### src/mlvr_pkg.sv
`timescale 1ns / 1ps
package mlvr_pkg;

	typedef enum logic [2:0] {
		OP_RESOLVE  = 3'd0,
		OP_WAND     = 3'd1,
		OP_WOR      = 3'd2,
		OP_STD      = 3'd3,
		OP_EQUAL    = 3'd4,
		OP_MATCH_X  = 3'd5,
		OP_MATCH_XZ = 3'd6
	} op_t;

	typedef logic [3:0] state_t;

	localparam state_t ST_0  = 4'd0;
	localparam state_t ST_1  = 4'd1;
	localparam state_t ST_X  = 4'd2;
	localparam state_t ST_Z  = 4'd3;
	localparam state_t ST_U  = 4'd4;
	localparam state_t ST_W  = 4'd5;
	localparam state_t ST_L  = 4'd6;
	localparam state_t ST_H  = 4'd7;
	localparam state_t ST_DC = 4'd8;

	localparam int NUM_CODES = 9;
	localparam int WIDTH_W   = 5;

	typedef struct packed {
		op_t  op;
		logic width_eq;
	} ctrl_t;

	// rows a, columns b, in code order 0 1 X Z U W L H -
	localparam state_t IEEE_TBL [0:NUM_CODES-1][0:NUM_CODES-1] = '{
		'{ST_0, ST_X, ST_X, ST_0, ST_U, ST_0, ST_0, ST_0, ST_X},
		'{ST_X, ST_1, ST_X, ST_1, ST_U, ST_1, ST_1, ST_1, ST_X},
		'{ST_X, ST_X, ST_X, ST_X, ST_U, ST_X, ST_X, ST_X, ST_X},
		'{ST_0, ST_1, ST_X, ST_Z, ST_U, ST_W, ST_L, ST_H, ST_X},
		'{ST_U, ST_U, ST_U, ST_U, ST_U, ST_U, ST_U, ST_U, ST_U},
		'{ST_0, ST_1, ST_X, ST_W, ST_U, ST_W, ST_W, ST_W, ST_X},
		'{ST_0, ST_1, ST_X, ST_L, ST_U, ST_W, ST_L, ST_W, ST_X},
		'{ST_0, ST_1, ST_X, ST_H, ST_U, ST_W, ST_W, ST_H, ST_X},
		'{ST_X, ST_X, ST_X, ST_X, ST_U, ST_X, ST_X, ST_X, ST_X}
	};

	function automatic state_t resolve_lane(op_t op, state_t a, state_t b);
		state_t r;
		r = a;
		case (op)
			OP_RESOLVE: begin
				if (a == b) r = a;
				else if (a == ST_Z) r = b;
				else if (b == ST_Z) r = a;
				else r = ST_X;
			end
			OP_WAND: begin
				if (a == ST_0 || b == ST_0) r = ST_0;
				else if (a == ST_Z) r = b;
				else if (b == ST_Z) r = a;
				else if (a == ST_X || b == ST_X) r = ST_X;
				else r = ST_1;
			end
			OP_WOR: begin
				if (a == ST_1 || b == ST_1) r = ST_1;
				else if (a == ST_Z) r = b;
				else if (b == ST_Z) r = a;
				else if (a == ST_X || b == ST_X) r = ST_X;
				else r = ST_0;
			end
			OP_STD: begin
				// codes past don't care resolve to X
				if (a < 4'(NUM_CODES) && b < 4'(NUM_CODES)) r = IEEE_TBL[a][b];
				else r = ST_X;
			end
			default: r = a;
		endcase
		return r;
	endfunction

	function automatic logic lane_mismatch(op_t op, state_t a, state_t b);
		logic skip_z;
		logic skip_x;
		skip_z = (op == OP_MATCH_XZ) && (a == ST_Z || b == ST_Z);
		skip_x = (op != OP_EQUAL) && (a == ST_X || b == ST_X);
		return !skip_z && !skip_x && (a != b);
	endfunction

endpackage

### src/multivalue_logic_vector_resolver.sv
// Resolves or compares two vectors of nine-value logic lanes (4-bit codes 0 1 X Z U W L H -).
// Opcodes 0 to 3 resolve lane by lane over the smaller width (plain, wired-and, wired-or,
// standard nine-value table) and copy vector a above it; opcodes 4 to 6 compare without
// strength and give is_match, with states_out zero. A three-stage pipeline (width decode,
// lane cells, output reduce) takes one request per clock while out_ready stays high and
// registers each result in every stage in turn; ready passes back combinationally through the
// stages, so a stalled output holds up to three requests in flight without loss.
`timescale 1ns / 1ps
module multivalue_logic_vector_resolver #(
	parameter int LANES = 16
) (
	input  logic                         clk,
	input  logic                         arst_n,
	input  logic                         in_valid,
	output logic                         in_ready,
	input  logic [2:0]                   opcode,
	input  logic [4*LANES-1:0]           states_a,
	input  logic [4*LANES-1:0]           states_b,
	input  logic [mlvr_pkg::WIDTH_W-1:0] width_a,
	input  logic [mlvr_pkg::WIDTH_W-1:0] width_b,
	output logic                         out_valid,
	input  logic                         out_ready,
	output logic [4*LANES-1:0]           states_out,
	output logic                         is_match
);

	logic               valid_s1;
	logic               ready_s2;
	mlvr_pkg::ctrl_t    ctrl_s1;
	logic [4*LANES-1:0] a_s1;
	logic [4*LANES-1:0] b_s1;
	logic [LANES-1:0]   rmask_s1;
	logic [LANES-1:0]   cmask_s1;
	logic               valid_s2;
	logic               ready_s3;
	mlvr_pkg::ctrl_t    ctrl_s2;
	logic [4*LANES-1:0] states_s2;
	logic [LANES-1:0]   mism_s2;

	mlvr_front #(.LANES(LANES)) u_front (
		.clk      (clk),
		.arst_n   (arst_n),
		.in_valid (in_valid),
		.in_ready (in_ready),
		.opcode   (opcode),
		.states_a (states_a),
		.states_b (states_b),
		.width_a  (width_a),
		.width_b  (width_b),
		.valid_s1 (valid_s1),
		.ready_s2 (ready_s2),
		.ctrl_s1  (ctrl_s1),
		.a_s1     (a_s1),
		.b_s1     (b_s1),
		.rmask_s1 (rmask_s1),
		.cmask_s1 (cmask_s1)
	);

	mlvr_lanes #(.LANES(LANES)) u_lanes (
		.clk       (clk),
		.arst_n    (arst_n),
		.valid_s1  (valid_s1),
		.ready_s2  (ready_s2),
		.ctrl_s1   (ctrl_s1),
		.a_s1      (a_s1),
		.b_s1      (b_s1),
		.rmask_s1  (rmask_s1),
		.cmask_s1  (cmask_s1),
		.valid_s2  (valid_s2),
		.ready_s3  (ready_s3),
		.ctrl_s2   (ctrl_s2),
		.states_s2 (states_s2),
		.mism_s2   (mism_s2)
	);

	mlvr_back #(.LANES(LANES)) u_back (
		.clk        (clk),
		.arst_n     (arst_n),
		.valid_s2   (valid_s2),
		.ready_s3   (ready_s3),
		.ctrl_s2    (ctrl_s2),
		.states_s2  (states_s2),
		.mism_s2    (mism_s2),
		.out_valid  (out_valid),
		.out_ready  (out_ready),
		.states_out (states_out),
		.is_match   (is_match)
	);

endmodule

### src/mlvr_front.sv
`timescale 1ns / 1ps
module mlvr_front #(
	parameter int LANES = 16
) (
	input  logic                        clk,
	input  logic                        arst_n,
	input  logic                        in_valid,
	output logic                        in_ready,
	input  logic [2:0]                  opcode,
	input  logic [4*LANES-1:0]          states_a,
	input  logic [4*LANES-1:0]          states_b,
	input  logic [mlvr_pkg::WIDTH_W-1:0] width_a,
	input  logic [mlvr_pkg::WIDTH_W-1:0] width_b,
	output logic                        valid_s1,
	input  logic                        ready_s2,
	output mlvr_pkg::ctrl_t             ctrl_s1,
	output logic [4*LANES-1:0]          a_s1,
	output logic [4*LANES-1:0]          b_s1,
	output logic [LANES-1:0]            rmask_s1,
	output logic [LANES-1:0]            cmask_s1
);

	localparam logic [mlvr_pkg::WIDTH_W-1:0] LANES_W = mlvr_pkg::WIDTH_W'(LANES);

	logic [mlvr_pkg::WIDTH_W-1:0] na;
	logic [mlvr_pkg::WIDTH_W-1:0] nb;
	logic [mlvr_pkg::WIDTH_W-1:0] nmin;
	logic [LANES-1:0]             rmask;
	logic [LANES-1:0]             cmask;
	mlvr_pkg::ctrl_t              ctrl;

	assign na   = (width_a > LANES_W) ? LANES_W : width_a;
	assign nb   = (width_b > LANES_W) ? LANES_W : width_b;
	assign nmin = (na < nb) ? na : nb;

	// the compare's width check uses the raw width fields
	assign ctrl.op       = mlvr_pkg::op_t'(opcode);
	assign ctrl.width_eq = (width_a == width_b);

	for (genvar i = 0; i < LANES; i++) begin : g_mask
		assign rmask[i] = mlvr_pkg::WIDTH_W'(i) < nmin;
		assign cmask[i] = mlvr_pkg::WIDTH_W'(i) < na;
	end

	assign in_ready = !valid_s1 || ready_s2;

	always_ff @(posedge clk or negedge arst_n) begin
		if (!arst_n) begin
			valid_s1 <= 1'b0;
		end else if (in_ready) begin
			valid_s1 <= in_valid;
		end
	end

	always_ff @(posedge clk) begin
		if (in_ready && in_valid) begin
			ctrl_s1  <= ctrl;
			a_s1     <= states_a;
			b_s1     <= states_b;
			rmask_s1 <= rmask;
			cmask_s1 <= cmask;
		end
	end

endmodule

### src/mlvr_lanes.sv
`timescale 1ns / 1ps
module mlvr_lanes #(
	parameter int LANES = 16
) (
	input  logic               clk,
	input  logic               arst_n,
	input  logic               valid_s1,
	output logic               ready_s2,
	input  mlvr_pkg::ctrl_t    ctrl_s1,
	input  logic [4*LANES-1:0] a_s1,
	input  logic [4*LANES-1:0] b_s1,
	input  logic [LANES-1:0]   rmask_s1,
	input  logic [LANES-1:0]   cmask_s1,
	output logic               valid_s2,
	input  logic               ready_s3,
	output mlvr_pkg::ctrl_t    ctrl_s2,
	output logic [4*LANES-1:0] states_s2,
	output logic [LANES-1:0]   mism_s2
);

	logic [4*LANES-1:0] states;
	logic [LANES-1:0]   mism;

	for (genvar i = 0; i < LANES; i++) begin : g_lane
		mlvr_pkg::state_t a;
		mlvr_pkg::state_t b;
		assign a = a_s1[4*i +: 4];
		assign b = b_s1[4*i +: 4];
		// lanes past the smaller width keep vector a
		assign states[4*i +: 4] = rmask_s1[i] ? mlvr_pkg::resolve_lane(ctrl_s1.op, a, b) : a;
		assign mism[i] = cmask_s1[i] && mlvr_pkg::lane_mismatch(ctrl_s1.op, a, b);
	end

	assign ready_s2 = !valid_s2 || ready_s3;

	always_ff @(posedge clk or negedge arst_n) begin
		if (!arst_n) begin
			valid_s2 <= 1'b0;
		end else if (ready_s2) begin
			valid_s2 <= valid_s1;
		end
	end

	always_ff @(posedge clk) begin
		if (ready_s2 && valid_s1) begin
			ctrl_s2   <= ctrl_s1;
			states_s2 <= states;
			mism_s2   <= mism;
		end
	end

endmodule

### src/mlvr_back.sv
`timescale 1ns / 1ps
module mlvr_back #(
	parameter int LANES = 16
) (
	input  logic               clk,
	input  logic               arst_n,
	input  logic               valid_s2,
	output logic               ready_s3,
	input  mlvr_pkg::ctrl_t    ctrl_s2,
	input  logic [4*LANES-1:0] states_s2,
	input  logic [LANES-1:0]   mism_s2,
	output logic               out_valid,
	input  logic               out_ready,
	output logic [4*LANES-1:0] states_out,
	output logic               is_match
);

	logic               valid_s3;
	logic [4*LANES-1:0] states_s3;
	logic               match_s3;
	logic [4*LANES-1:0] states_nx;
	logic               match_nx;

	always_comb begin
		states_nx = '0;
		match_nx  = 1'b0;
		case (ctrl_s2.op)
			mlvr_pkg::OP_RESOLVE, mlvr_pkg::OP_WAND,
			mlvr_pkg::OP_WOR, mlvr_pkg::OP_STD: begin
				states_nx = states_s2;
			end
			mlvr_pkg::OP_EQUAL, mlvr_pkg::OP_MATCH_X, mlvr_pkg::OP_MATCH_XZ: begin
				match_nx = ctrl_s2.width_eq && !(|mism_s2);
			end
			default: begin
				states_nx = '0;
				match_nx  = 1'b0;
			end
		endcase
	end

	assign ready_s3 = !valid_s3 || out_ready;

	always_ff @(posedge clk or negedge arst_n) begin
		if (!arst_n) begin
			valid_s3 <= 1'b0;
		end else if (ready_s3) begin
			valid_s3 <= valid_s2;
		end
	end

	always_ff @(posedge clk) begin
		if (ready_s3 && valid_s2) begin
			states_s3 <= states_nx;
			match_s3  <= match_nx;
		end
	end

	assign out_valid  = valid_s3;
	assign states_out = states_s3;
	assign is_match   = match_s3;

endmodule

### config.mk
export PLATFORM = sky130hd
export DESIGN_NAME = multivalue_logic_vector_resolver
export DESIGN_NICKNAME = d
export VERILOG_FILES = /design/src/mlvr_pkg.sv /design/src/multivalue_logic_vector_resolver.sv /design/src/mlvr_front.sv /design/src/mlvr_lanes.sv /design/src/mlvr_back.sv
export SDC_FILE = /design/constraint.sdc
export NUM_CORES = 1
export LEC_CHECK = 0
export ABC_AREA = 1
export BUFFER_PORTS_ARGS = -buffer_cell sky130_fd_sc_hd__buf_2
export CORE_MARGIN = 1.5
export CORE_UTILIZATION = 65
export DETAILED_ROUTE_END_ITERATION = 7
export HOLD_SLACK_MARGIN = 0.05
export PLACE_DENSITY = 0.87
export RECOVER_POWER = 50
export SYNTH_ARGS = -nofsm -noshare
export SYNTH_HDL_FRONTEND = slang
export SYNTH_SLANG_ARGS = --single-unit
### constraint.sdc
create_clock -name clk -period 8.89 [get_ports clk]
set_input_delay 0.889 -clock clk [delete_from_list [all_inputs] [get_ports clk]]
set_output_delay 0.889 -clock clk [all_outputs]
set_load 0.02 [all_outputs]
# After elaboration in Yosys (flattened, before gate mapping)
# Memory sizes are Yosys's and may differ from the RTL's.
# Cells that the tools add are included.
# word_totals
rom_bits	9216
inputBits	145
wordCells	849
regBits	316
out_inout_bits	67
n_memories	16
# mem_list
memory	depth	width	read_ports	rd_ports_with_merged_regs	write_ports	line	rtl
(name not given)	16	36	1	0	0	mlvr_pkg.sv:73	if (a < 4'(NUM_CODES) && b < 4'(NUM_CODES)) r = IEEE_TBL[a][b];
(name not given)	16	36	1	0	0	mlvr_pkg.sv:73	
(name not given)	16	36	1	0	0	mlvr_pkg.sv:73	
(name not given)	16	36	1	0	0	mlvr_pkg.sv:73	
(name not given)	16	36	1	0	0	mlvr_pkg.sv:73	
(name not given)	16	36	1	0	0	mlvr_pkg.sv:73	
10 more memories	-	-	-	-	-	-	
# classes
n_mux	307
bitwise_logic	32
magnitude_cmp	99
reduce_logical	240
eq_ne	140
# op_table
op	n
$mux 36	32
$mux 4	208
$bmux 4 s4	16
$eq 4x2->1 const B	64
$pmux 4 s4	16
$ge 5x5->1 const B	32
$not 4->5	32
$eq 4x1->1 const B	32
$logic_not 4->1	32
$lt 4x4->1 const B	32
$logic_and 1x1->1	100
$lt 4x5->1 const A	16
$logic_or 1x1->1	67
$eq 4x4->1	16
$mux 2	32
$ne 4x4->1	16
$lt 3x5->1 const A	8
$logic_not 1->1	36
$lt 1x5->1 const A	4
$lt 2x5->1 const A	4
$reduce_or 16->1	1
$mux 5	3
$eq 3x2->1 const B	4
$eq 3x3->1 const B	4
other kinds (8)	11

# Longest topological paths before layout
# depth
depth_word	10
depth_mapped	17
depth_no_buf	15

# Cells and area by module
# Synthesis repeated with hierarchy kept, for this count alone.
# unflattened
hier_cells	2860
hier_area_um2	21219.1
# by_module_without_submodules
mod	area_per_inst_um2	seq_area_each_um2	n_inst	cells_each
mlvr_lanes	12967.4	2547.4	1	2335
mlvr_front	5631.7	4949.7	1	303
mlvr_back	2620.0	1976.9	1	222

# Worst setup path before layout
# Ideal clock, no wire load.
# synth_path
path_kind	input port to flip-flop
start	input out_ready
end	register u_front.a_s1[0], enable pin
arrival_time_ps	4506
path_buffers	0
required_ps	8374
path_stages	6
setup_slack_ps	3867
setup_ps	516
path_cell_list	inv_1 -> nand2_1 -> nor2_1 -> nand2_1 -> nand2_1 -> inv_1
# synth_between
elab_chain_cells	4
# synth_lines
element	line	rtl
from (decl)	multivalue_logic_vector_resolver.sv:22	input logic out_ready,
$logic_or 1x1->1	mlvr_back.sv:42	assign ready_s3 = !valid_s3 || out_ready;
$logic_or 1x1->1	mlvr_lanes.sv:34	assign ready_s2 = !valid_s2 || ready_s3;
$logic_or 1x1->1	mlvr_front.sv:45	assign in_ready = !valid_s1 || ready_s2;
via in_ready	multivalue_logic_vector_resolver.sv:15	output logic in_ready,
$logic_and 1x1->1	mlvr_front.sv:56	if (in_ready && in_valid) begin
to (signal assigned)	mlvr_front.sv:58	a_s1 <= states_a;
to (decl)	mlvr_front.sv:17	output logic [4*LANES-1:0] a_s1,
# The timed path passes the listed nets, and every way through them passes these cells.
# A chain may end at the register's enable or synchronous reset.

# Worst setup path after layout
# layout_path
start	register u_lanes.ctrl_s2[3] (netlist name)
end	register u_back.match_s3, in the netlist u_back.is_match (data pin)
# layout_between
elab_chain_cells	2
word_cells_on_any_way	4
classes_between	3 x eq/ne; 1 x reduce/logical
# layout_lines
element	line	rtl
$eq 3x3->1	mlvr_back.sv:27	case (ctrl_s2.op)
$reduce_or 3->1 (*)	mlvr_back.sv:27	
to (signal assigned)	mlvr_back.sv:55	match_s3 <= match_nx;
to (decl)	mlvr_back.sv:20	logic match_s3;
# Mark *: on every way between the ends. The rest lies on a longest branch, timed or not.

==> out/summary.txt <==
Status = finished with violations
Violated checks = DRC, capacitance limit, slew limit
CTS tree = built
Inst Count DP = 3281
Synthesis-to-layout area growth = 10.7%
Cts bufs inserted = 36
PortBufs = 211
GRT Total Usage = 35.0%
Total congestion overflow = 0
Cell Area, Synth = 21000 µm²
Fraction of layout cells with a size suffix above 1 = 7.31%
Dpl hpwl = 40800 µm
I/O pins = 212
Req. time, crit path = 9.25 ns
Sequential share of the synthesized area = 45.2%
First-pass GRT wire length = 93400 µm
Leak Pwr = 10.7 nW
Setup ws final = 5.30 ns
Clk pwr share = 32.6%
Switching share of total power = 32.4%
Clk buf depth = 3
Peak supply drop = 0.000174 V
Pin count of the biggest net entering global routing = 91
Synthesized instance count = 2759
Crit path max fanout = 48
Switching power total = 1.48 mW
Starting DRT DRC Count = 2466
Worst Setup Start Kind = register
Hold_buf cts = 0
Worst Hold Slack = 0.132 ns
Final hold violation count = 0
TNS Setup = 0 ns
Placer Congestion = 0.966
Seq cells post-synth = 316
Diode count = 0
Avg Inst Size Synth = 7.60 µm²
Hold Path Class = primary input to async pin
PD cells = 197 nW/µm²
Clock sink count = 316
CTS-repair resized insts = 0
Synth Flop Type = edfxtp_1
Via count = 20100
Final setup violation count = 0
Fin crit period = 3.59 ns
Max transition margin = -75.6%
Residual DRC = 1
Initial Util = 66.3%
Setup WS pre-CTS = 5.46 ns
Worst-path clk slew = 0.06 ns
Fmax = 0.278 GHz
Max Cap Viol = 3
CP endpoint kind = register
Final Cycle Share = 40.4%
Initial antenna violation count = 0
DRT Wirelength = 58400 µm
Synth Net Count = 2986
Slew @ Worst Pin = 2.63 ns
Yosys cell types = 49
H-tree Lvls = 2
Power Total = 4.58 mW
Pint = 3.09 mW
WL per Instance = 17.5 µm
Sequential power share = 46.2%
Skew final = 0.0245 ns
Share of flip-flops with an asynchronous set or reset = 0.949%
Crit path kind = register to register
WP data arrival = 3.96 ns
Clock Latency Late Sink = 0.55 ns
Nets = 3144
Drt via density = 6.00
Die ar. = 33300 µm²
Unrepaired setup endpoints after global routing = no
Max Slew Vio Count = 84
Number of global-route vias before repair = 19000
Post-CTS Setup Bufs = 0
Post-synth EDFFs = 313
Root Driver = clkbuf_16
Synth Warn # = 0
Die H = 183 µm
Number of routed nets with antenna violations = 0
Core footprint = 31600 µm²
Pre-antenna DRT Iters = 8
Row count = 65
Part of the power in combinational logic = 21.1%
Post-Layout Cell Count = 3344
Die X = 183 µm
[worst paths after layout]
kind                                          from                 end  slack (ns)  depth (start not counted)
max in group asynchronous                   arst_n    u_back.out_valid        8.60                          1
worst min-delay path                        arst_n    u_front.valid_s1        0.13                          1
worst max-delay path            u_lanes.ctrl_s2[3]     u_back.is_match        5.30                          3
min in group clk                u_front.ctrl_s1[0]  u_lanes.ctrl_s2[0]        0.44                          0
worst min register to register  u_front.ctrl_s1[0]  u_lanes.ctrl_s2[0]        0.44                          0
worst max register to register  u_lanes.ctrl_s2[3]     u_back.is_match        5.30                          3
[cell usage in the layout, fill, tap and decap left out, types with 4 or more instances in the layout]
cell type / n
o211ai_1: 22
a211oi_1: 14
inv_2: 8
o21ai_1: 16
o2111a_1: 13
edfxtp_1: 313
o221ai_1: 9
nor3_1: 18
clkinv_2: 5
nand3_1: 201
a22oi_1: 18
nand4_1: 23
buf_4: 7
inv_1: 365
clkbuf_1: 88
o22ai_1: 24
clkbuf_16: 37
nor2_1: 286
nand2_1: 856
a31oi_1: 6
bufinv_16: 4
buf_2: 132
clkinv_4: 4
o21ai_0: 174
a21oi_1: 125
o2111ai_1: 7
o21a_1: 8
ha_1: 82
o31ai_1: 6
xor2_1: 34
[critical path, cell delays in order (launching register included)]
cell,delay (ns)
edfxtp_1,0.86
clkbuf_1,1.93
nand3_1,0.27
nor4_1,0.33
[metal layers]
layer  GRT usage (%)  vias up  wire [µm]
met4            16.0        0       2440
met3            6.01      212       5790
li1                -     9421          -
met1            44.7     9216      22500
met5               0        -          0
met2            58.2     1229      27700
[metrics by stage]
step           util (%)  instance area (µm²)
6_report           73.4                23200
5_1_grt            73.4                23200
4_1_cts            73.7                23300
3_5_place_dp       70.0                22200
3_3_place_gp       70.0                22200
2_1_floorplan         -                21000
[Yosys cell counts, drive strengths merged, types with 9 or more instances]
cell | count | share of area, %
buf | 51 | 1.3
ha | 82 | 4.9
nand2 | 859 | 15
nor3 | 20 | 0.55
o2111a | 13 | 0.70
nand4 | 23 | 0.69
o21ai | 193 | 4.7
a21oi | 125 | 3.0
o221ai | 9 | 0.38
xor2 | 34 | 1.4
o211ai | 22 | 0.79
edfxtp | 313 | 45
nand3 | 202 | 4.9
clkbuf | 49 | 0.91
inv | 375 | 6.7
nor2 | 287 | 5.1
a211oi | 14 | 0.50
a22oi | 18 | 0.64
o22ai | 24 | 0.72
[final cells by class]
cell class | instances | area (µm²)
well taps | 402 | 503
fillers | 2430 | 8430
repair buffers | 220 | 1020
clock inverters | 19 | 220
flip-flops and latches | 316 | 9470
clock buffers | 44 | 952
inverters | 376 | 1420
multi-input cells | 1967 | 9620
[state kept, by name (all words and copies together) (netlist names)]
register           cells
u_back.states_out     64
u_front.a_s1          64
u_front.b_s1          64
u_lanes.states_s2     64
u_front.cmask_s1      16
u_front.rmask_s1      16
u_lanes.mism_s2       16
u_front.ctrl_s1        4
u_lanes.ctrl_s2        4
u_back.is_match        1
u_back.out_valid       1
u_front.valid_s1       1
u_lanes.valid_s2       1
[cell families after synthesis]
family          count (synthesis)  share of synthesized area [%]
simple gates                 1401                           27.0
buf+inv                       476                           8.93
compound gates                449                           12.5
flops                         316                           45.2
fa+ha+maj                      82                           4.89
xor+xnor                       35                           1.46
[power groups by stage]
stage	Clock [mW]	Combinational (mW)	Sequential, mW
floorplan	0	0.631	2.15
global placement	0	0.942	2.13
detailed placement	0	0.966	2.13
CTS	1.51	0.974	2.11
global route	1.55	1.08	2.14
finish	1.49	0.967	2.12
No activity file was read; power rests on OpenSTA's default activity.
